$ cat src/rtl/veiq_pkg.sv
`timescale 1ns / 1ps
// types, codes and delivery packing for the virtual event injection queue
package veiq_pkg;

  typedef enum logic [1:0] {
    KIND_INJECT   = 2'd0,
    KIND_EXT_EXIT = 2'd1,
    KIND_WINDOW   = 2'd2
  } veiq_kind_e;

  typedef enum logic [2:0] {
    ACT_DELIVERED = 3'd0,
    ACT_QUEUED    = 3'd1,
    ACT_NMI       = 3'd2,
    ACT_IGNORED   = 3'd3,
    ACT_DROPPED   = 3'd4,
    ACT_EMPTY     = 3'd5
  } veiq_action_e;

  typedef enum logic [1:0] {
    ST_IDLE,
    ST_READ,
    ST_HOLD
  } veiq_state_e;

  localparam logic [2:0] TYPE_EXT     = 3'd0;
  localparam logic [2:0] TYPE_NMI     = 3'd2;
  localparam logic [2:0] TYPE_HW_EXC  = 3'd3;
  localparam logic [2:0] TYPE_SW_INT  = 3'd4;
  localparam logic [2:0] TYPE_PRIV_SW = 3'd5;
  localparam logic [2:0] TYPE_SW_EXC  = 3'd6;

  localparam logic [7:0] VEC_DF = 8'd8;
  localparam logic [7:0] VEC_TS = 8'd10;
  localparam logic [7:0] VEC_PF = 8'd14;
  localparam logic [7:0] VEC_AC = 8'd17;

  localparam logic [14:0] ERR_MASK = 15'h7FFF;

  typedef struct packed {
    logic [15:0] err;
    logic [3:0]  len;
    logic [2:0]  typ;
    logic [7:0]  vec;
  } veiq_evt_t;

  typedef struct packed {
    veiq_action_e action;
    logic [31:0]  entry_word;
    logic         entry_write;
    logic [14:0]  err_val;
    logic         error_write;
    logic [3:0]   length;
    logic         length_write;
  } veiq_res_t;

  function automatic veiq_res_t no_write(input veiq_action_e act);
    veiq_res_t r;
    r = '0;
    r.action = act;
    return r;
  endfunction

  function automatic veiq_res_t deliver(input veiq_evt_t e);
    veiq_res_t r;
    logic      de;
    r  = '0;
    de = (e.typ == TYPE_HW_EXC) && (e.vec inside {VEC_DF, [VEC_TS:VEC_PF], VEC_AC});
    if (e.typ == TYPE_NMI) begin
      r.action = ACT_NMI;
    end else begin
      r.action      = ACT_DELIVERED;
      r.entry_word  = {1'b1, 19'b0, de, e.typ, e.vec};
      r.entry_write = 1'b1;
      if (de) begin
        r.err_val     = e.err[14:0] & ERR_MASK;
        r.error_write = 1'b1;
      end
      if (e.typ inside {TYPE_SW_INT, TYPE_PRIV_SW, TYPE_SW_EXC}) begin
        r.length       = e.len;
        r.length_write = 1'b1;
      end
    end
    return r;
  endfunction

endpackage

$ cat src/rtl/virtual_event_injection_queue.sv
`timescale 1ns / 1ps
// virtual event injection queue: deliver-or-defer decision around an event store memory
// result registered in the output register, through the skid hold register if the output
//   stalls; a window-exit pop first reads the event store, and the input stalls meanwhile
// throughput: one item per cycle while the output is not stalled and no window exit pops
// reset clears head, tail, count, window flag and the output valid; the event store is
//   not cleared and only entries written since reset are ever read
module virtual_event_injection_queue #(
  parameter int QUEUE_DEPTH = 16,
  localparam int IdxW = (QUEUE_DEPTH > 1) ? $clog2(QUEUE_DEPTH) : 1,
  localparam int CntW = $clog2(QUEUE_DEPTH + 1)
) (
  input  logic            clk_i,
  input  logic            rst_ni,
  input  logic            in_valid_i,
  output logic            in_stall_o,
  input  logic [1:0]      kind_i,
  input  logic [7:0]      vector_i,
  input  logic [2:0]      event_type_i,
  input  logic [3:0]      instr_len_i,
  input  logic [15:0]     error_code_i,
  input  logic            sti_blocking_i,
  input  logic            guest_if_i,
  input  logic [4:0]      interruptibility_i,
  input  logic            entry_busy_i,
  input  logic [1:0]      activity_state_i,
  input  logic            exit_valid_i,
  input  logic            iret_nmi_unblock_i,
  output logic            out_valid_o,
  input  logic            out_stall_i,
  output logic [2:0]      action_o,
  output logic [31:0]     entry_word_o,
  output logic            entry_write_o,
  output logic [14:0]     error_code_out_o,
  output logic            error_write_o,
  output logic [3:0]      length_out_o,
  output logic            length_write_o,
  output logic            window_exiting_o,
  output logic [CntW-1:0] queue_count_o
);

  localparam logic [CntW-1:0] Full    = CntW'(QUEUE_DEPTH);
  localparam logic [IdxW-1:0] LastIdx = IdxW'(QUEUE_DEPTH - 1);

  veiq_pkg::veiq_state_e state_q, state_d;

  logic [IdxW-1:0] head_q, head_d, tail_q, tail_d;
  logic [CntW-1:0] cnt_q, cnt_d;
  logic            win_q, win_d;

  veiq_pkg::veiq_evt_t event_store_q [QUEUE_DEPTH];
  veiq_pkg::veiq_evt_t rdata_q;
  veiq_pkg::veiq_evt_t in_evt;
  logic                mem_we, mem_re;

  veiq_pkg::veiq_res_t cand, hold_q, out_q;
  logic                cand_valid;
  logic                hold_win_q, out_win_q;
  logic [CntW-1:0]     hold_cnt_q, out_cnt_q;
  logic                out_valid_q, out_free;
  logic                in_acc, is_pop, defer, bad_exit;

  assign in_evt   = '{err: error_code_i, len: instr_len_i, typ: event_type_i, vec: vector_i};
  assign out_free = !out_valid_q || !out_stall_i;
  assign in_acc   = in_valid_i && !in_stall_o;
  assign bad_exit = !exit_valid_i || iret_nmi_unblock_i;
  assign defer    = sti_blocking_i
                 || (event_type_i == veiq_pkg::TYPE_EXT
                     && (!guest_if_i || interruptibility_i != 5'd0))
                 || cnt_q != '0 || entry_busy_i || activity_state_i != 2'd0;

  // next state
  always_comb begin
    state_d = state_q;
    case (state_q)
      veiq_pkg::ST_IDLE: begin
        if (in_acc && is_pop) begin
          state_d = veiq_pkg::ST_READ;
        end else if (in_acc && !out_free) begin
          state_d = veiq_pkg::ST_HOLD;
        end
      end
      veiq_pkg::ST_READ: begin
        state_d = out_free ? veiq_pkg::ST_IDLE : veiq_pkg::ST_HOLD;
      end
      veiq_pkg::ST_HOLD: begin
        if (out_free) begin
          state_d = veiq_pkg::ST_IDLE;
        end
      end
      default: state_d = veiq_pkg::ST_IDLE;
    endcase
  end

  // decision and queue bookkeeping
  always_comb begin
    in_stall_o = (state_q != veiq_pkg::ST_IDLE);
    head_d     = head_q;
    tail_d     = tail_q;
    cnt_d      = cnt_q;
    win_d      = win_q;
    mem_we     = 1'b0;
    mem_re     = 1'b0;
    is_pop     = 1'b0;
    cand       = veiq_pkg::no_write(veiq_pkg::ACT_IGNORED);
    cand_valid = 1'b0;
    case (state_q)
      veiq_pkg::ST_IDLE: begin
        case (kind_i)
          veiq_pkg::KIND_INJECT, veiq_pkg::KIND_EXT_EXIT: begin
            if (kind_i == veiq_pkg::KIND_EXT_EXIT && bad_exit) begin
              cand = veiq_pkg::no_write(veiq_pkg::ACT_IGNORED);
            end else if (defer) begin
              win_d = 1'b1;
              if (cnt_q == Full) begin
                cand = veiq_pkg::no_write(veiq_pkg::ACT_DROPPED);
              end else begin
                cand   = veiq_pkg::no_write(veiq_pkg::ACT_QUEUED);
                mem_we = in_acc;
                tail_d = (tail_q == LastIdx) ? '0 : tail_q + IdxW'(1);
                cnt_d  = cnt_q + CntW'(1);
              end
            end else begin
              cand = veiq_pkg::deliver(in_evt);
            end
          end
          veiq_pkg::KIND_WINDOW: begin
            if (cnt_q == '0) begin
              cand = veiq_pkg::no_write(veiq_pkg::ACT_EMPTY);
            end else begin
              is_pop = 1'b1;
              mem_re = in_acc;
              head_d = (head_q == LastIdx) ? '0 : head_q + IdxW'(1);
              cnt_d  = cnt_q - CntW'(1);
            end
          end
          default: cand = veiq_pkg::no_write(veiq_pkg::ACT_IGNORED);
        endcase
        cand_valid = in_acc && !is_pop;
        if (!in_acc) begin
          head_d = head_q;
          tail_d = tail_q;
          cnt_d  = cnt_q;
          win_d  = win_q;
        end
      end
      veiq_pkg::ST_READ: begin
        cand       = veiq_pkg::deliver(rdata_q);
        cand_valid = 1'b1;
        win_d      = (cnt_q != '0);
      end
      default: ;
    endcase
  end

  always_ff @(posedge clk_i or negedge rst_ni) begin
    if (!rst_ni) begin
      state_q     <= veiq_pkg::ST_IDLE;
      head_q      <= '0;
      tail_q      <= '0;
      cnt_q       <= '0;
      win_q       <= 1'b0;
      out_valid_q <= 1'b0;
    end else begin
      state_q     <= state_d;
      head_q      <= head_d;
      tail_q      <= tail_d;
      cnt_q       <= cnt_d;
      win_q       <= win_d;
      if (out_free) begin
        out_valid_q <= (state_q == veiq_pkg::ST_HOLD) || cand_valid;
      end
    end
  end

  // event store, one write or one read per cycle
  always_ff @(posedge clk_i) begin
    if (mem_we) begin
      event_store_q[tail_q] <= in_evt;
    end
    if (mem_re) begin
      rdata_q <= event_store_q[head_q];
    end
  end

  // output register and skid holding
  always_ff @(posedge clk_i) begin
    if (cand_valid && !out_free) begin
      hold_q     <= cand;
      hold_win_q <= win_d;
      hold_cnt_q <= cnt_d;
    end
    if (out_free) begin
      if (state_q == veiq_pkg::ST_HOLD) begin
        out_q     <= hold_q;
        out_win_q <= hold_win_q;
        out_cnt_q <= hold_cnt_q;
      end else if (cand_valid) begin
        out_q     <= cand;
        out_win_q <= win_d;
        out_cnt_q <= cnt_d;
      end
    end
  end

  assign out_valid_o      = out_valid_q;
  assign action_o         = out_q.action;
  assign entry_word_o     = out_q.entry_word;
  assign entry_write_o    = out_q.entry_write;
  assign error_code_out_o = out_q.err_val;
  assign error_write_o    = out_q.error_write;
  assign length_out_o     = out_q.length;
  assign length_write_o   = out_q.length_write;
  assign window_exiting_o = out_win_q;
  assign queue_count_o    = out_cnt_q;

  a_cnt_bound : assert property (@(posedge clk_i) disable iff (!rst_ni)
    cnt_q <= Full)
    else $error("pending count above queue depth");

  a_read_after_pop : assert property (@(posedge clk_i) disable iff (!rst_ni)
    state_q == veiq_pkg::ST_READ |-> $past(in_valid_i && !in_stall_o))
    else $error("store read without a popping beat");

  a_write_delivered : assert property (@(posedge clk_i) disable iff (!rst_ni)
    out_valid_o && entry_write_o |-> action_o == veiq_pkg::ACT_DELIVERED)
    else $error("entry word written without delivery");

  a_window_pending : assert property (@(posedge clk_i) disable iff (!rst_ni)
    out_valid_o && queue_count_o != '0 |-> window_exiting_o)
    else $error("window exiting off while events pending");

endmodule
$ cat config.mk
export PLATFORM = sky130hd
export DESIGN_NAME = virtual_event_injection_queue
export DESIGN_NICKNAME = d
export VERILOG_FILES = /design/src/rtl/veiq_pkg.sv /design/src/rtl/virtual_event_injection_queue.sv
export SDC_FILE = /design/constraint.sdc
export NUM_CORES = 1
export LEC_CHECK = 0
export ABC_CLOCK_PERIOD_IN_PS = 6850
export BUFFER_PORTS_ARGS = -buffer_cell sky130_fd_sc_hd__clkbuf_2
export CAP_MARGIN = 15
export CORE_MARGIN = 4
export CORE_UTILIZATION = 50
export CTS_BUF_LIST = sky130_fd_sc_hd__clkbuf_4 sky130_fd_sc_hd__clkbuf_8
export CTS_CLUSTER_DIAMETER = 40
export CTS_CLUSTER_SIZE = 8
export DETAILED_ROUTE_END_ITERATION = 10
export PLACE_DENSITY = 0.67
export SETUP_SLACK_MARGIN = 0.15
export SLEW_MARGIN = 20
export SYNTH_ARGS = -nofsm -noshare
export SYNTH_HDL_FRONTEND = slang
export SYNTH_SLANG_ARGS = --single-unit
$ cat constraint.sdc
create_clock -name clk_i -period 6.85 [get_ports clk_i]
set_input_delay 1.37 -clock clk_i [delete_from_list [all_inputs] [get_ports clk_i]]
set_output_delay 1.37 -clock clk_i [all_outputs]
set_load 0.1 [all_outputs]
# == Yosys cells after proc, flatten, opt, wreduce, memory -nomap -nowiden ==
# Memories as Yosys holds them, arrays and structs flattened. A register that Yosys moved wholly into a read port is not among the register bits.
# Index checks and enable logic that the tools add are counted.
# word_totals
ff_bits,143
latchBits,0
mem_bits_rw,496
romBits,0
wordCells,157
memories,1
# op_classes
n_addsub,4
multipliers,0
div,0
n_lt_le_gt_ge,4
eq_ne,23
shift,0
n_mux,54
n_bitwise,3
reduce_logical,44
# mem_list
memory,depth,width,read_ports,rd_ports_with_merged_regs,wr,line_no,text
event_store_q,16,31,1,1,1,virtual_event_injection_queue.sv:51,veiq_pkg::veiq_evt_t event_store_q [QUEUE_DEPTH];
# op_table
operator,count
2-to-1 mux 57 bit,6
case mux 57 bit (2 select lines),2
2-to-1 mux 54 bit,2
2-to-1 mux 5 bit,10
2-to-1 mux 16 bit,2
2-to-1 mux 1 bit,20
== test 3 bit (second input constant),6
== test 8 x 4 -> 1 bit (second input constant),2
== test 8 x 5 -> 1 bit (second input constant),2
>= comparator 8 x 4 -> 1 bit (second input constant),2
less-or-equal comparator 8 x 4 -> 1 bit (second input constant),2
== test 3 x 2 -> 1 bit (second input constant),4
2-to-1 mux 2 bit,6
nonzero test 3 bit,4
logical AND 1 bit,11
case mux 5 bit (2 select lines),1
nonzero test 5 bit,2
adder 4 x 1 -> 4 bit (second input constant),2
== test 4 bit (second input constant),2
logical OR 1 bit,8
2-to-1 mux 4 bit,2
zero test 1 bit,7
case mux 2 bit (3 select lines),1
AND reduction 6 bit,1
16 further kinds,25

# == Logic depth before layout (Yosys ltp) ==
# Gate-level depths: netlist of the first run.
# depth
word_depth,14
ltp_mapped,8
depth_no_buf,7

# == Worst setup path before layout of the first run ==
# No wires, ideal clock.
# synth_path
path_kind,in2reg
start,input in_valid_i
end,memory event_store_q[15][0] in the netlist's numbering (enable)
setup_time_ns,0.493
arrival_time_ns,5.363
path_slack_ns,0.994
path_stages,6
path_buffers,2
path_cell_list,or3b_2 > buf_2 > a21oi_4 > o211ai_2 > buf_4 > nor4_1
# synth_between
elab_chain_cells,8
# synth_lines
element,line_no,text
"start, declared",virtual_event_injection_queue.sv:15,"input logic in_valid_i,"
logical AND 1 bit,virtual_event_injection_queue.sv:65,assign in_acc = in_valid_i && !in_stall_o;
2-to-1 mux 1 bit,virtual_event_injection_queue.sv:115,if (cnt_q == Full) begin
2-to-1 mux 1 bit,virtual_event_injection_queue.sv:113,end else if (defer) begin
2-to-1 mux 1 bit,virtual_event_injection_queue.sv:111,if (kind_i == veiq_pkg::KIND_EXT_EXIT && bad_exit) begin
2-to-1 mux 1 bit,virtual_event_injection_queue.sv:109,case (kind_i)
2-to-1 mux 1 bit,virtual_event_injection_queue.sv:107,case (state_q)
2-to-1 mux 1 bit,virtual_event_injection_queue.sv:178,if (mem_we) begin
2-to-1 mux 1 bit (implied by the code),virtual_event_injection_queue.sv:179,event_store_q[tail_q] <= in_evt;
"end, declared",virtual_event_injection_queue.sv:51,
# No other way between the ends.

# == Worst setup path after layout of the first run ==
# layout_path
start,input event_type_i[0]
end,memory event_store_q[2][13] in the netlist's numbering (enable)
# layout_between
elab_chain_cells,12
# layout_lines
element,line_no,text
"start, declared",virtual_event_injection_queue.sv:19,"input logic [2:0] event_type_i,"
zero test 3 bit,virtual_event_injection_queue.sv:68,|| (event_type_i == veiq_pkg::TYPE_EXT
logical AND 1 bit,virtual_event_injection_queue.sv:69,&& (!guest_if_i || interruptibility_i != 5'd0))
logical OR 1 bit,virtual_event_injection_queue.sv:68,
logical OR 1 bit (3 in series),virtual_event_injection_queue.sv:70,|| cnt_q != '0 || entry_busy_i || activity_state_i != 2'd0;
2-to-1 mux 1 bit,virtual_event_injection_queue.sv:113,
2-to-1 mux 1 bit,virtual_event_injection_queue.sv:111,
2-to-1 mux 1 bit,virtual_event_injection_queue.sv:109,
2-to-1 mux 1 bit,virtual_event_injection_queue.sv:107,
2-to-1 mux 1 bit,virtual_event_injection_queue.sv:178,
2-to-1 mux 1 bit (implied by the code),virtual_event_injection_queue.sv:179,
# No other way between the ends.

==> impl_metrics.py, run 1 <==
metrics = {
    "synth": {
        "dominantRegCellSynth": "sky130_fd_sc_hd__edfxtp_1",
        "avgSynthCellArea_um2": 20.8,
        "synth_seq_cells": 611,
        "cell_area_after_synthesis_um2": 24100,
        "synth_warnings": 0,
        "synth-seq-area-share": 0.758,
        "post_synthesis_async_set_or_reset_flop_share": 0.0278,
        "synth_cell_types": 64,
        "netlist_instances": 1156,
        "edff_count_synth": 594,
    },
    "cts": {
        "clkTransAtPathRegs_ns": 0.06,
        "cts.sink_count": 611,
        "cts-root-buf": "sky130_fd_sc_hd__clkbuf_8",
        "cts_max_level": 3,
        "post-cts-setup-buffers": 0,
        "cts_resized": 0,
        "clock_insertion_delay_worst_skew_ns": 0.68,
        "clock_tree.buffer_depth": 3,
        "cts_tree": "yes",
        "holdBufCountCts": 0,
        "cts_made_buffers": 92,
    },
    "global_routing": {
        "grt_pass1_wl_um": 75800,
        "grt_antenna_before_repair": 1,
        "grt_pass1_vias": 12000,
        "grt_max_degree": 90,
        "groute.usage.overall": 0.201,
        "grt-ovfl-total": 0,
    },
    "sta": {
        "fin_hold_ws_ns": 0.520,
        "final_min_period_over_clock_period": 0.579,
        "fmaxAchievable_mhz": 252,
        "timing.final.setup_violations": 0,
        "setup_total_negative_slack_ns": 0,
        "postLayoutSetupSlackWorst_ns": 2.88,
        "worstMarginPinSlew_ns": 1.13,
        "rsz0062_at_grt": "false",
        "finalCriticalPeriod_ns": 3.97,
        "worst_slew_margin_rel": 0.246,
        "finalHoldViolations": 0,
        "timing.clock.skew_ns": 0.0349,
        "report.final.slew_viol_count": 0,
    },
    "layout": {
        "post_route_cells_drive_above_1_share": 0.324,
        "fin_nets": 1359,
        "post-route-cell-area_um2": 26800,
        "utilization": 0.562,
        "syn_to_final_growth_pct": 11.2,
        "instances_no_fill": 1954,
    },
    "floorplanning": {
        "fp-row-count": 80,
        "core_area_um2": 47600,
        "floorplan.die_area_um2": 51700,
        "initial_core_util": 0.506,
        "die_height_um": 227,
        "i_o_pin_count": 114,
        "die_w_um": 227,
    },
    "detailed_routing": {
        "drt_pre_antenna_iters": 8,
        "via_per_inst": 6.02,
        "drc": 0,
        "first_iter_violations": 1066,
        "total_wire_length_after_detailed_routing_um": 51100,
        "ant_nets": 0,
        "wire_per_inst_um": 26.2,
        "dr_total_vias": 11800,
    },
    "power_and_ir_drop": {
        "clock_power_share": 0.287,
        "switchingPower_mw": 2.70,
        "power.share.combinational": 0.220,
        "seqPwrFrac": 0.493,
        "static-leakage-power_nw": 8.95,
        "power.total_mw": 9.44,
        "peakVddDrop_v": 0.000267,
        "power_per_cell_area_nw_per_um2": 352,
        "internal-power_mw": 6.74,
        "switching_share": 0.286,
    },
    "placement": {
        "post-dp-hpwl_um": 26400,
        "detailed_place.area_um2": 25200,
        "pre_cts_slack_ns": 2.33,
        "placed_cells": 1824,
        "place.gp.congestion": 0.844,
        "place.port_buffers": 93,
    },
    "critical_path": {
        "crit_path_max_fanout": 30,
        "startpoint_type": "input pin",
        "timing.critical_path.arrival_ns": 4.23,
        "timing.setup.critical_path_class": "in2reg",
        "setup.worst_path.end_class": "flop",
        "timing.critical_path.required_ns": 7.11,
    },
    "worst_hold_path": {
        "worst_hold_check_path_type": "reg2reg",
    },
    "run": {
        "cap_viol_max_count": 0,
    },
    "outcome": {
        "status": "complete, no violations",
    },
}
cells in the mapped netlist, types with 2 or more instances:
cell type,instances,area (um^2)
sky130_fd_sc_hd__edfxtp_1,594,17800
sky130_fd_sc_hd__mux4_2,150,3380
sky130_fd_sc_hd__nand2_1,75,282
sky130_fd_sc_hd__clkbuf_1,31,116
sky130_fd_sc_hd__and2_1,29,181
sky130_fd_sc_hd__buf_4,23,173
sky130_fd_sc_hd__a21o_1,20,150
sky130_fd_sc_hd__nand3_1,18,90.1
sky130_fd_sc_hd__dfrtp_1,17,425
sky130_fd_sc_hd__inv_1,17,63.8
sky130_fd_sc_hd__a21oi_1,16,80.1
sky130_fd_sc_hd__a221o_1,15,150
sky130_fd_sc_hd__o21ai_0,15,75.1
sky130_fd_sc_hd__buf_2,13,65.1
sky130_fd_sc_hd__nor2_1,13,48.8
sky130_fd_sc_hd__buf_1,9,33.8
sky130_fd_sc_hd__ha_1,7,87.6
sky130_fd_sc_hd__mux2_2,7,78.8
sky130_fd_sc_hd__nor4_1,6,37.5
sky130_fd_sc_hd__or2_2,6,37.5
sky130_fd_sc_hd__nand2b_1,5,31.3
sky130_fd_sc_hd__nor2b_1,5,31.3
sky130_fd_sc_hd__nor3_1,5,25.0
sky130_fd_sc_hd__mux2i_1,4,40.0
sky130_fd_sc_hd__o211ai_1,4,30.0
sky130_fd_sc_hd__o41a_1,3,33.8
sky130_fd_sc_hd__a31oi_1,2,12.5
sky130_fd_sc_hd__nor3b_1,2,15.0
sky130_fd_sc_hd__nor4_2,2,25.0
sky130_fd_sc_hd__nor4_4,2,42.5
sky130_fd_sc_hd__nor4b_1,2,17.5
sky130_fd_sc_hd__nor4b_4,2,47.6
sky130_fd_sc_hd__o21a_1,2,15.0
sky130_fd_sc_hd__o31a_1,2,17.5
sky130_fd_sc_hd__o41ai_1,2,17.5
sky130_fd_sc_hd__or4_1,2,15.0
sky130_fd_sc_hd__xnor2_1,2,17.5
cells by family after synthesis:
kind of cell | count (synthesis) | share of synthesized area
muxes | 161 | 0.145
other | 1 | 0.000156
and+or+nand+nor | 183 | 0.0419
DFF | 611 | 0.758
xor gates and xnor gates | 2 | 0.000727
buffers and inverters | 93 | 0.0188
adders and majority gates | 7 | 0.00364
AOI/OAI and AO/OA | 98 | 0.0315
state kept, by name (all words and copies together) (netlist names):
signal	count
head_q	4
hold_win_q	1
win_q	1
event_store_q	480
window_exiting_o	1
tail_q	4
queue_count_o	5
out_valid_o	1
hold_q	36
action_o	3
length_write_o	1
entry_word_o	13
cnt_q	5
hold_cnt_q	5
rdata_q	30
error_code_out_o	15
length_out_o	4
state_q	2
power groups by stage:
stage / Combinational (mW) / Clock [mW] / Sequential (mW)
CTS: 2.11 / 2.77 / 4.66
global route: 2.21 / 2.94 / 4.69
detailed placement: 2.10 / 0 / 4.73
global placement: 2.08 / 0 / 4.73
floorplan: 1.61 / 0 / 4.73
finish: 2.07 / 2.71 / 4.65
final cells by class:
class	instances	area, um^2
Fill cell	3520	20900
Sequential cell	611	18300
Multi-Input combinational cell	470	5500
Clock buffer	106	1370
Tap cell	615	769
Timing Repair Buffer	111	613
Clock inverter	22	191
Inverter	17	63.8
Antenna cell	2	5.00
final timing paths:
check	startpoint	end	slack, ns	cells after the start
min	hold_q[30]$_DFFE_PP_	entry_word_o[8]$_DFFE_PP_	0.52	1
min reg2reg	hold_q[30]$_DFFE_PP_	entry_word_o[8]$_DFFE_PP_	0.52	1
max reg2reg	state_q[0]$_DFFE_PN0P_	event_store_q[2][13]$_DFFE_PP_	3.14	5
max	event_type_i[0]	event_store_q[2][13]$_DFFE_PP_	2.88	5
max in group asynchronous	rst_ni	head_q[0]$_DFFE_PN0P_	5.79	1
min in group asynchronous	rst_ni	tail_q[3]$_DFFE_PN0P_	0.66	1
critical path, cell delays in order:
cell and delay [ns]:
sky130_fd_sc_hd__clkbuf_2 0.28, sky130_fd_sc_hd__a2111oi_4 0.69, sky130_fd_sc_hd__o211ai_2 0.39, sky130_fd_sc_hd__nor4_1 0.47, sky130_fd_sc_hd__and2_2 0.99
cells in the final DEF (no fill, tap or decap), drive strengths merged, types with 6 or more instances in the layout:
master,count
nand2,76
buf,18
conb,19
nor2,13
mux4,150
a21o,20
nand3,18
a221o,15
nor4,10
mux2,7
clkbuf,199
o21ai,16
dfrtp,17
or2,6
edfxtp,594
and2,29
ha,7
clkinv,12
a21oi,18
inv,22
metal layers:
layer	GRT usage	part of all wire	wire (um)
met1	0.287	0.42	21600
met3	0.0368	0.065	3320
met5	0	0	0
met4	0.0744	0.027	1400
met2	0.318	0.49	24800
(Power assumes the default switching activity.)
==> inputs of run 2 (changes only) <==
--- a/config.mk
+++ b/config.mk
@@ -5,7 +5,7 @@
 export SDC_FILE = /design/constraint.sdc
 export NUM_CORES = 1
 export LEC_CHECK = 0
-export ABC_CLOCK_PERIOD_IN_PS = 6850
+export ABC_CLOCK_PERIOD_IN_PS = 3200
 export BUFFER_PORTS_ARGS = -buffer_cell sky130_fd_sc_hd__clkbuf_2
 export CAP_MARGIN = 15
 export CORE_MARGIN = 4
@@ -14,7 +14,7 @@
 export CTS_CLUSTER_DIAMETER = 40
 export CTS_CLUSTER_SIZE = 8
 export DETAILED_ROUTE_END_ITERATION = 10
-export PLACE_DENSITY = 0.67
+export PLACE_DENSITY = 0.7
 export SETUP_SLACK_MARGIN = 0.15
 export SLEW_MARGIN = 20
 export SYNTH_ARGS = -nofsm -noshare
==> constraint.sdc (replaced) <==
create_clock -name clk_i -period 3.2 [get_ports clk_i]
set_input_delay 0.64 -clock clk_i [delete_from_list [all_inputs] [get_ports clk_i]]
set_output_delay 0.64 -clock clk_i [all_outputs]
set_load 0.1 [all_outputs]
==> impl_metrics.py, run 2 (synthesis results as in run 1) <==
metrics = {
    "sta": {
        "timing.clock.skew_ns": 0.0375,
        "rsz0062_at_grt": "false",
        "fin_hold_ws_ns": 0.320,
        "finalCriticalPeriod_ns": 2.82,
        "postLayoutSetupSlackWorst_ns": 0.378,
        "setup_total_negative_slack_ns": 0,
        "timing.final.setup_violations": 0,
        "finalHoldViolations": 0,
        "fmaxAchievable_mhz": 354,
        "report.final.slew_viol_count": 0,
        "worst_slew_margin_rel": 0.391,
        "worstMarginPinSlew_ns": 0.906,
        "final_min_period_over_clock_period": 0.882,
    },
    "global_routing": {
        "grt_pass1_vias": 12500,
        "grt_max_degree": 50,
        "grt-ovfl-total": 0,
        "grt_pass1_wl_um": 77700,
        "grt_antenna_before_repair": 1,
        "groute.usage.overall": 0.204,
    },
    "critical_path": {
        "setup.worst_path.end_class": "flop",
        "r2r_setup_slack_ns": 0.38,
        "timing.critical_path.required_ns": 3.56,
        "timing.critical_path.arrival_ns": 3.19,
        "startpoint_type": "flop",
        "worstSetupStartpoint": "cnt_q[0]$_DFF_PN0_",
        "critical_register_to_register_path_endpoint": "event_store_q[14][4]$_DFFE_PP_",
        "r2r_startpoint": "cnt_q[0]$_DFF_PN0_",
        "crit_path_max_fanout": 23,
        "end_point_of_the_critical_path": "event_store_q[14][4]$_DFFE_PP_",
        "timing.setup.critical_path_class": "reg2reg",
        "timing.reg2reg.worst_path_depth": 8,
    },
    "cts": {
        "clock_tree.buffer_depth": 3,
        "cts_made_buffers": 92,
        "cts_max_level": 3,
        "clock_insertion_delay_worst_skew_ns": 0.65,
        "cts-root-buf": "sky130_fd_sc_hd__clkbuf_8",
        "clkTransAtPathRegs_ns": 0.06,
        "cts.sink_count": 611,
        "cts_resized": 0,
        "cts_tree": "yes",
    },
    "floorplanning": {
        "core_area_um2": 47600,
        "i_o_pin_count": 114,
        "floorplan.die_area_um2": 51700,
        "die_w_um": 227,
        "fp-row-count": 80,
        "die_height_um": 227,
        "initial_core_util": 0.506,
    },
    "power_and_ir_drop": {
        "switchingPower_mw": 5.82,
        "seqPwrFrac": 0.470,
        "power.total_mw": 20.6,
        "static-leakage-power_nw": 9.33,
        "peakVddDrop_v": 0.000457,
        "clock_power_share": 0.287,
        "internal-power_mw": 14.8,
        "power_per_cell_area_nw_per_um2": 750,
        "power.share.combinational": 0.243,
        "switching_share": 0.283,
    },
    "detailed_routing": {
        "via_per_inst": 5.94,
        "drc": 0,
        "first_iter_violations": 1290,
        "total_wire_length_after_detailed_routing_um": 51500,
        "wire_per_inst_um": 25.6,
        "drt_pre_antenna_iters": 5,
        "dr_total_vias": 11900,
        "ant_nets": 0,
    },
    "layout": {
        "post_route_cells_drive_above_1_share": 0.348,
        "largest_reg_flops": 480,
        "regMostFlops": "event_store_q",
        "layout_common_cells": "sky130_fd_sc_hd__edfxtp_1, sky130_fd_sc_hd__mux4_2, sky130_fd_sc_hd__clkbuf_8",
        "post-route-cell-area_um2": 27500,
        "syn_to_final_growth_pct": 14.1,
        "fin_nets": 1409,
        "layout.cells.most_common": "sky130_fd_sc_hd__edfxtp_1",
        "top_regs": "event_store_q x480, hold_q x36, rdata_q x30",
    },
    "placement": {
        "detailed_place.area_um2": 25900,
        "post-dp-hpwl_um": 30000,
        "place.gp.congestion": 0.888,
        "pre_cts_slack_ns": 0.133,
        "place.port_buffers": 93,
    },
    "run": {
        "cap_viol_max_count": 0,
    },
    "outcome": {
        "status": "complete, no violations",
    },
    "worst_hold_path": {
        "worst_hold_check_path_type": "in2reg",
    },
}
## run 2: cell types whose count changed in the layout (fill, tap and decap cells not counted), moves of 5 or more
cell                       change
sky130_fd_sc_hd__buf_12       +19
sky130_fd_sc_hd__clkbuf_4      +5
sky130_fd_sc_hd__buf_4        +30
sky130_fd_sc_hd__clkbuf_8      +5
## run 2: how the worst min path moves through the flow
stage / from / end / slack, ns / depth (start not counted)
after floorplan: rst_ni / cnt_q[0]$_DFF_PN0_ / 0.34 / 0
after global placement: hold_q[21]$_DFFE_PP_ / entry_word_o[31]$_DFFE_PP_ / 0.51 / 1
after detailed placement: hold_q[56]$_DFFE_PP_ / action_o[2]$_DFFE_PP_ / 0.51 / 1
after CTS: vector_i[4] / event_store_q[0][4]$_DFFE_PP_ / 0.26 / 1
after global routing: vector_i[4] / event_store_q[0][4]$_DFFE_PP_ / 0.27 / 1
final: vector_i[4] / event_store_q[0][4]$_DFFE_PP_ / 0.32 / 1
## run 2: critical path: stages (launching register included)
cell	delay (ns)
sky130_fd_sc_hd__dfrtp_1	0.43
sky130_fd_sc_hd__inv_1	0.14
sky130_fd_sc_hd__ha_1	0.23
sky130_fd_sc_hd__nor4b_4	0.41
sky130_fd_sc_hd__nand2_4	0.21
sky130_fd_sc_hd__o211ai_4	0.39
sky130_fd_sc_hd__nor3_1	0.13
sky130_fd_sc_hd__and2_2	0.34
sky130_fd_sc_hd__buf_12	0.24
## run 2: area by class of cell
| cell class | instances | area, um^2 |
|---|---|---|
| fill | 3482 | 20200 |
| clock buffer | 116 | 1480 |
| clock inverter | 18 | 141 |
| antenna | 1 | 2.50 |
| inverter | 17 | 63.8 |
| timing repair buffer | 161 | 1230 |
| tap | 615 | 769 |
| sequential | 611 | 18300 |
| multi-input combinational | 470 | 5530 |
## run 2: layer usage
layer / global-route usage / part of all wire / vias up
met5: 0 / 0 / -
met4: 0.0593 / 0.017 / 0
met3: 0.0361 / 0.069 / 69
met2: 0.332 / 0.50 / 479
met1: 0.291 / 0.42 / 6268
li1: - / - / 5115
## run 2: power by group through the flow
stage,sequential [mW],clock [mW],combinational (mW)
after floorplan,10.1,0,3.47
after global placement,9.82,0,5.01
after detailed placement,9.83,0,5.09
after CTS,9.67,6.07,5.10
after global routing,9.71,6.43,5.36
final,9.67,5.92,5.01
## run 2: stage by stage
step                      cells  utilization
after floorplan            1174            -
after global placement     1873        0.543
after detailed placement   1873        0.543
after CTS                  2008        0.577
after global routing       2009        0.577
final                      2009        0.577
## run 2: timing repair
action / CTS / global route
hold buffers: 1 / 0
buffers inserted: 0 / 0
hold endpoints to repair: 17 / 0
==> inputs of run 3 (changes only) <==
--- a/config.mk
+++ b/config.mk
@@ -6,15 +6,15 @@
 export NUM_CORES = 1
 export LEC_CHECK = 0
 export ABC_CLOCK_PERIOD_IN_PS = 3200
-export BUFFER_PORTS_ARGS = -buffer_cell sky130_fd_sc_hd__clkbuf_2
+export BUFFER_PORTS_ARGS = -buffer_cell sky130_fd_sc_hd__buf_2
 export CAP_MARGIN = 15
 export CORE_MARGIN = 4
 export CORE_UTILIZATION = 50
 export CTS_BUF_LIST = sky130_fd_sc_hd__clkbuf_4 sky130_fd_sc_hd__clkbuf_8
-export CTS_CLUSTER_DIAMETER = 40
+export CTS_CLUSTER_DIAMETER = 120
 export CTS_CLUSTER_SIZE = 8
 export DETAILED_ROUTE_END_ITERATION = 10
-export PLACE_DENSITY = 0.7
+export PLACE_DENSITY = 0.74
 export SETUP_SLACK_MARGIN = 0.15
 export SLEW_MARGIN = 20
 export SYNTH_ARGS = -nofsm -noshare
==> impl_metrics.py, run 3 (synthesis results as in run 1) <==
metrics = {
    "outcome": {
        "status": "complete, no violations",
    },
    "cts": {
        "cts-root-buf": "sky130_fd_sc_hd__clkbuf_8",
        "cts_max_level": 3,
        "clock_tree.buffer_depth": 3,
        "clkTransAtPathRegs_ns": 0.07,
        "cts_tree": "yes",
        "cts_resized": 0,
        "cts_made_buffers": 86,
        "clock_insertion_delay_worst_skew_ns": 0.66,
        "post-cts-setup-buffers": 0,
        "cts.sink_count": 611,
    },
    "layout": {
        "post_route_cells_drive_above_1_share": 0.343,
        "syn_to_final_growth_pct": 13.4,
        "area_of_the_multi_input_gates_um2": 5530,
        "area.sequential_um2": 18300,
        "post-route-cell-area_um2": 27300,
        "fin_nets": 1399,
        "layout_common_cells": "sky130_fd_sc_hd__edfxtp_1, sky130_fd_sc_hd__mux4_2, sky130_fd_sc_hd__buf_2",
        "top_regs": "event_store_q x480, hold_q x36, rdata_q x30",
        "fillers": 3428,
        "layout.cells.most_common": "sky130_fd_sc_hd__edfxtp_1",
        "antennaDiodeCount": 0,
        "regMostFlops": "event_store_q",
        "largest_reg_flops": 480,
    },
    "sta": {
        "final_min_period_over_clock_period": 0.900,
        "postLayoutSetupSlackWorst_ns": 0.319,
        "rsz0062_at_grt": "false",
        "worst_slew_margin_rel": 0.490,
        "timing.clock.skew_ns": 0.0237,
        "fmaxAchievable_mhz": 347,
        "finalHoldViolations": 0,
        "report.final.slew_viol_count": 0,
        "worstMarginPinSlew_ns": 0.766,
        "finalCriticalPeriod_ns": 2.88,
        "setup_total_negative_slack_ns": 0,
        "timing.final.setup_violations": 0,
    },
    "floorplanning": {
        "fp-row-count": 80,
        "die_height_um": 227,
        "i_o_pin_count": 114,
        "die_w_um": 227,
        "core_area_um2": 47600,
        "initial_core_util": 0.506,
        "floorplan.die_area_um2": 51700,
    },
    "worst_hold_path": {
        "timing.hold.worst_path_depth": 3,
        "hold_path_end": "out_valid_o$_DFFE_PN0N_",
        "worst_hold_startpoint": "out_stall_i",
        "worst_hold_check_path_type": "in2reg",
    },
    "power_and_ir_drop": {
        "power.share.combinational": 0.244,
        "power_per_cell_area_nw_per_um2": 734,
        "seqPwrFrac": 0.485,
        "internal-power_mw": 14.4,
        "switchingPower_mw": 5.69,
        "peakVddDrop_v": 0.000406,
        "switching_share": 0.284,
        "clock_power_share": 0.271,
        "static-leakage-power_nw": 9.19,
        "power.total_mw": 20.1,
    },
    "detailed_routing": {
        "via_per_inst": 6.02,
        "drt_pre_antenna_iters": 5,
        "ant_nets": 0,
        "wire_per_inst_um": 25.7,
        "dr_total_vias": 11900,
        "total_wire_length_after_detailed_routing_um": 50900,
        "drc": 0,
        "first_iter_violations": 1305,
    },
    "critical_path": {
        "cp_num_buf_inv": 2,
        "timing.setup.critical_path_class": "reg2reg",
        "r2r_startpoint": "cnt_q[0]$_DFF_PN0_",
        "critical_register_to_register_path_endpoint": "event_store_q[12][13]$_DFFE_PP_",
        "r2r_setup_slack_ns": 0.32,
        "timing.critical_path.required_ns": 3.57,
        "worstSetupPathDepth": 8,
        "critical_path_top_delay_cell": "sky130_fd_sc_hd__dfrtp_1",
        "timing.critical_path.arrival_ns": 3.25,
        "startpoint_type": "flop",
        "cp_top_family": "simple AND/OR/NAND/NOR gates",
        "crit_path_max_fanout": 12,
        "critPathMaxStageDelay_ns": 0.45,
        "setup.worst_path.end_class": "flop",
        "timing.reg2reg.worst_path_depth": 8,
        "worst_path_cell_trace": "inv_1 > ha_1 > nor4b_4 > nand2_4 > o211ai_4 > nor3_1 > and2_2 > buf_4",
    },
    "global_routing": {
        "grt_pass1_wl_um": 77700,
        "grt-ovfl-total": 0,
        "grt_antenna_before_repair": 1,
        "grt_max_degree": 44,
        "grt_pass1_vias": 12400,
        "groute.usage.overall": 0.204,
    },
    "placement": {
        "place.port_buffers": 93,
        "post-dp-hpwl_um": 29500,
        "detailed_place.area_um2": 25900,
        "place.gp.congestion": 0.845,
        "pre_cts_slack_ns": 0.345,
    },
    "run": {
        "cap_viol_max_count": 0,
    },
}
## run 3: tightest hold or removal path: cells and delay by family
family / cells / cell delay, ns
simple gates: 2 / 0.20
buf+inv: 1 / 0.11
## run 3: layout make-up
type | instances | area share
sequential | 611 | 0.669
multi-input combinational | 470 | 0.202
clock buffer | 108 | 0.0499
timing repair buffer | 157 | 0.0457
tap | 615 | 0.0282
inverter | 17 | 0.00234
clock inverter | 6 | 0.00220
## run 3: worst max-delay path by stage
stage,from,endpoint,slack [ns]
2_1_floorplan,in_valid_i,queue_count_o[2]$_DFFE_PP_,0.18
3_3_place_gp,sti_blocking_i,event_store_q[13][18]$_DFFE_PP_,0.41
3_5_place_dp,in_valid_i,event_store_q[12][18]$_DFFE_PP_,0.35
6_report,cnt_q[0]$_DFF_PN0_,event_store_q[12][13]$_DFFE_PP_,0.32
4_1_cts,cnt_q[0]$_DFF_PN0_,event_store_q[12][13]$_DFFE_PP_,0.38
5_1_grt,cnt_q[0]$_DFF_PN0_,event_store_q[13][13]$_DFFE_PP_,0.26
## run 3: per-layer routing
metal	vias to the layer above	routed length (um)	track usage
met1	6203	21400	0.295
met4	2	1040	0.0593
met5	-	12	0
li1	5072	-	-
met3	92	4160	0.0471
met2	565	24300	0.318
## run 3: repair_timing
item	4_1_cts	5_1_grt
hold buffers	1	0
endpoints found under the hold margin	17	0
setup endpoints to repair	0	0
## run 3: metrics by stage
step	instances	hold slack, ns	util
floorplan	1174	0.344	-
global route	1984	0.314	0.573
global placement	1869	0.503	0.543
CTS	1984	0.273	0.573
detailed placement	1869	0.512	0.543
finish	1984	0.329	0.573
## run 3: power by group through the flow
stage / registers (mW) / logic (mW) / clock network (mW)
floorplan: 10.1 / 3.47 / 0
global placement: 9.86 / 4.88 / 0
detailed placement: 9.88 / 4.97 / 0
CTS: 9.72 / 4.98 / 5.57
global route: 9.77 / 5.25 / 5.97
finish: 9.72 / 4.90 / 5.44
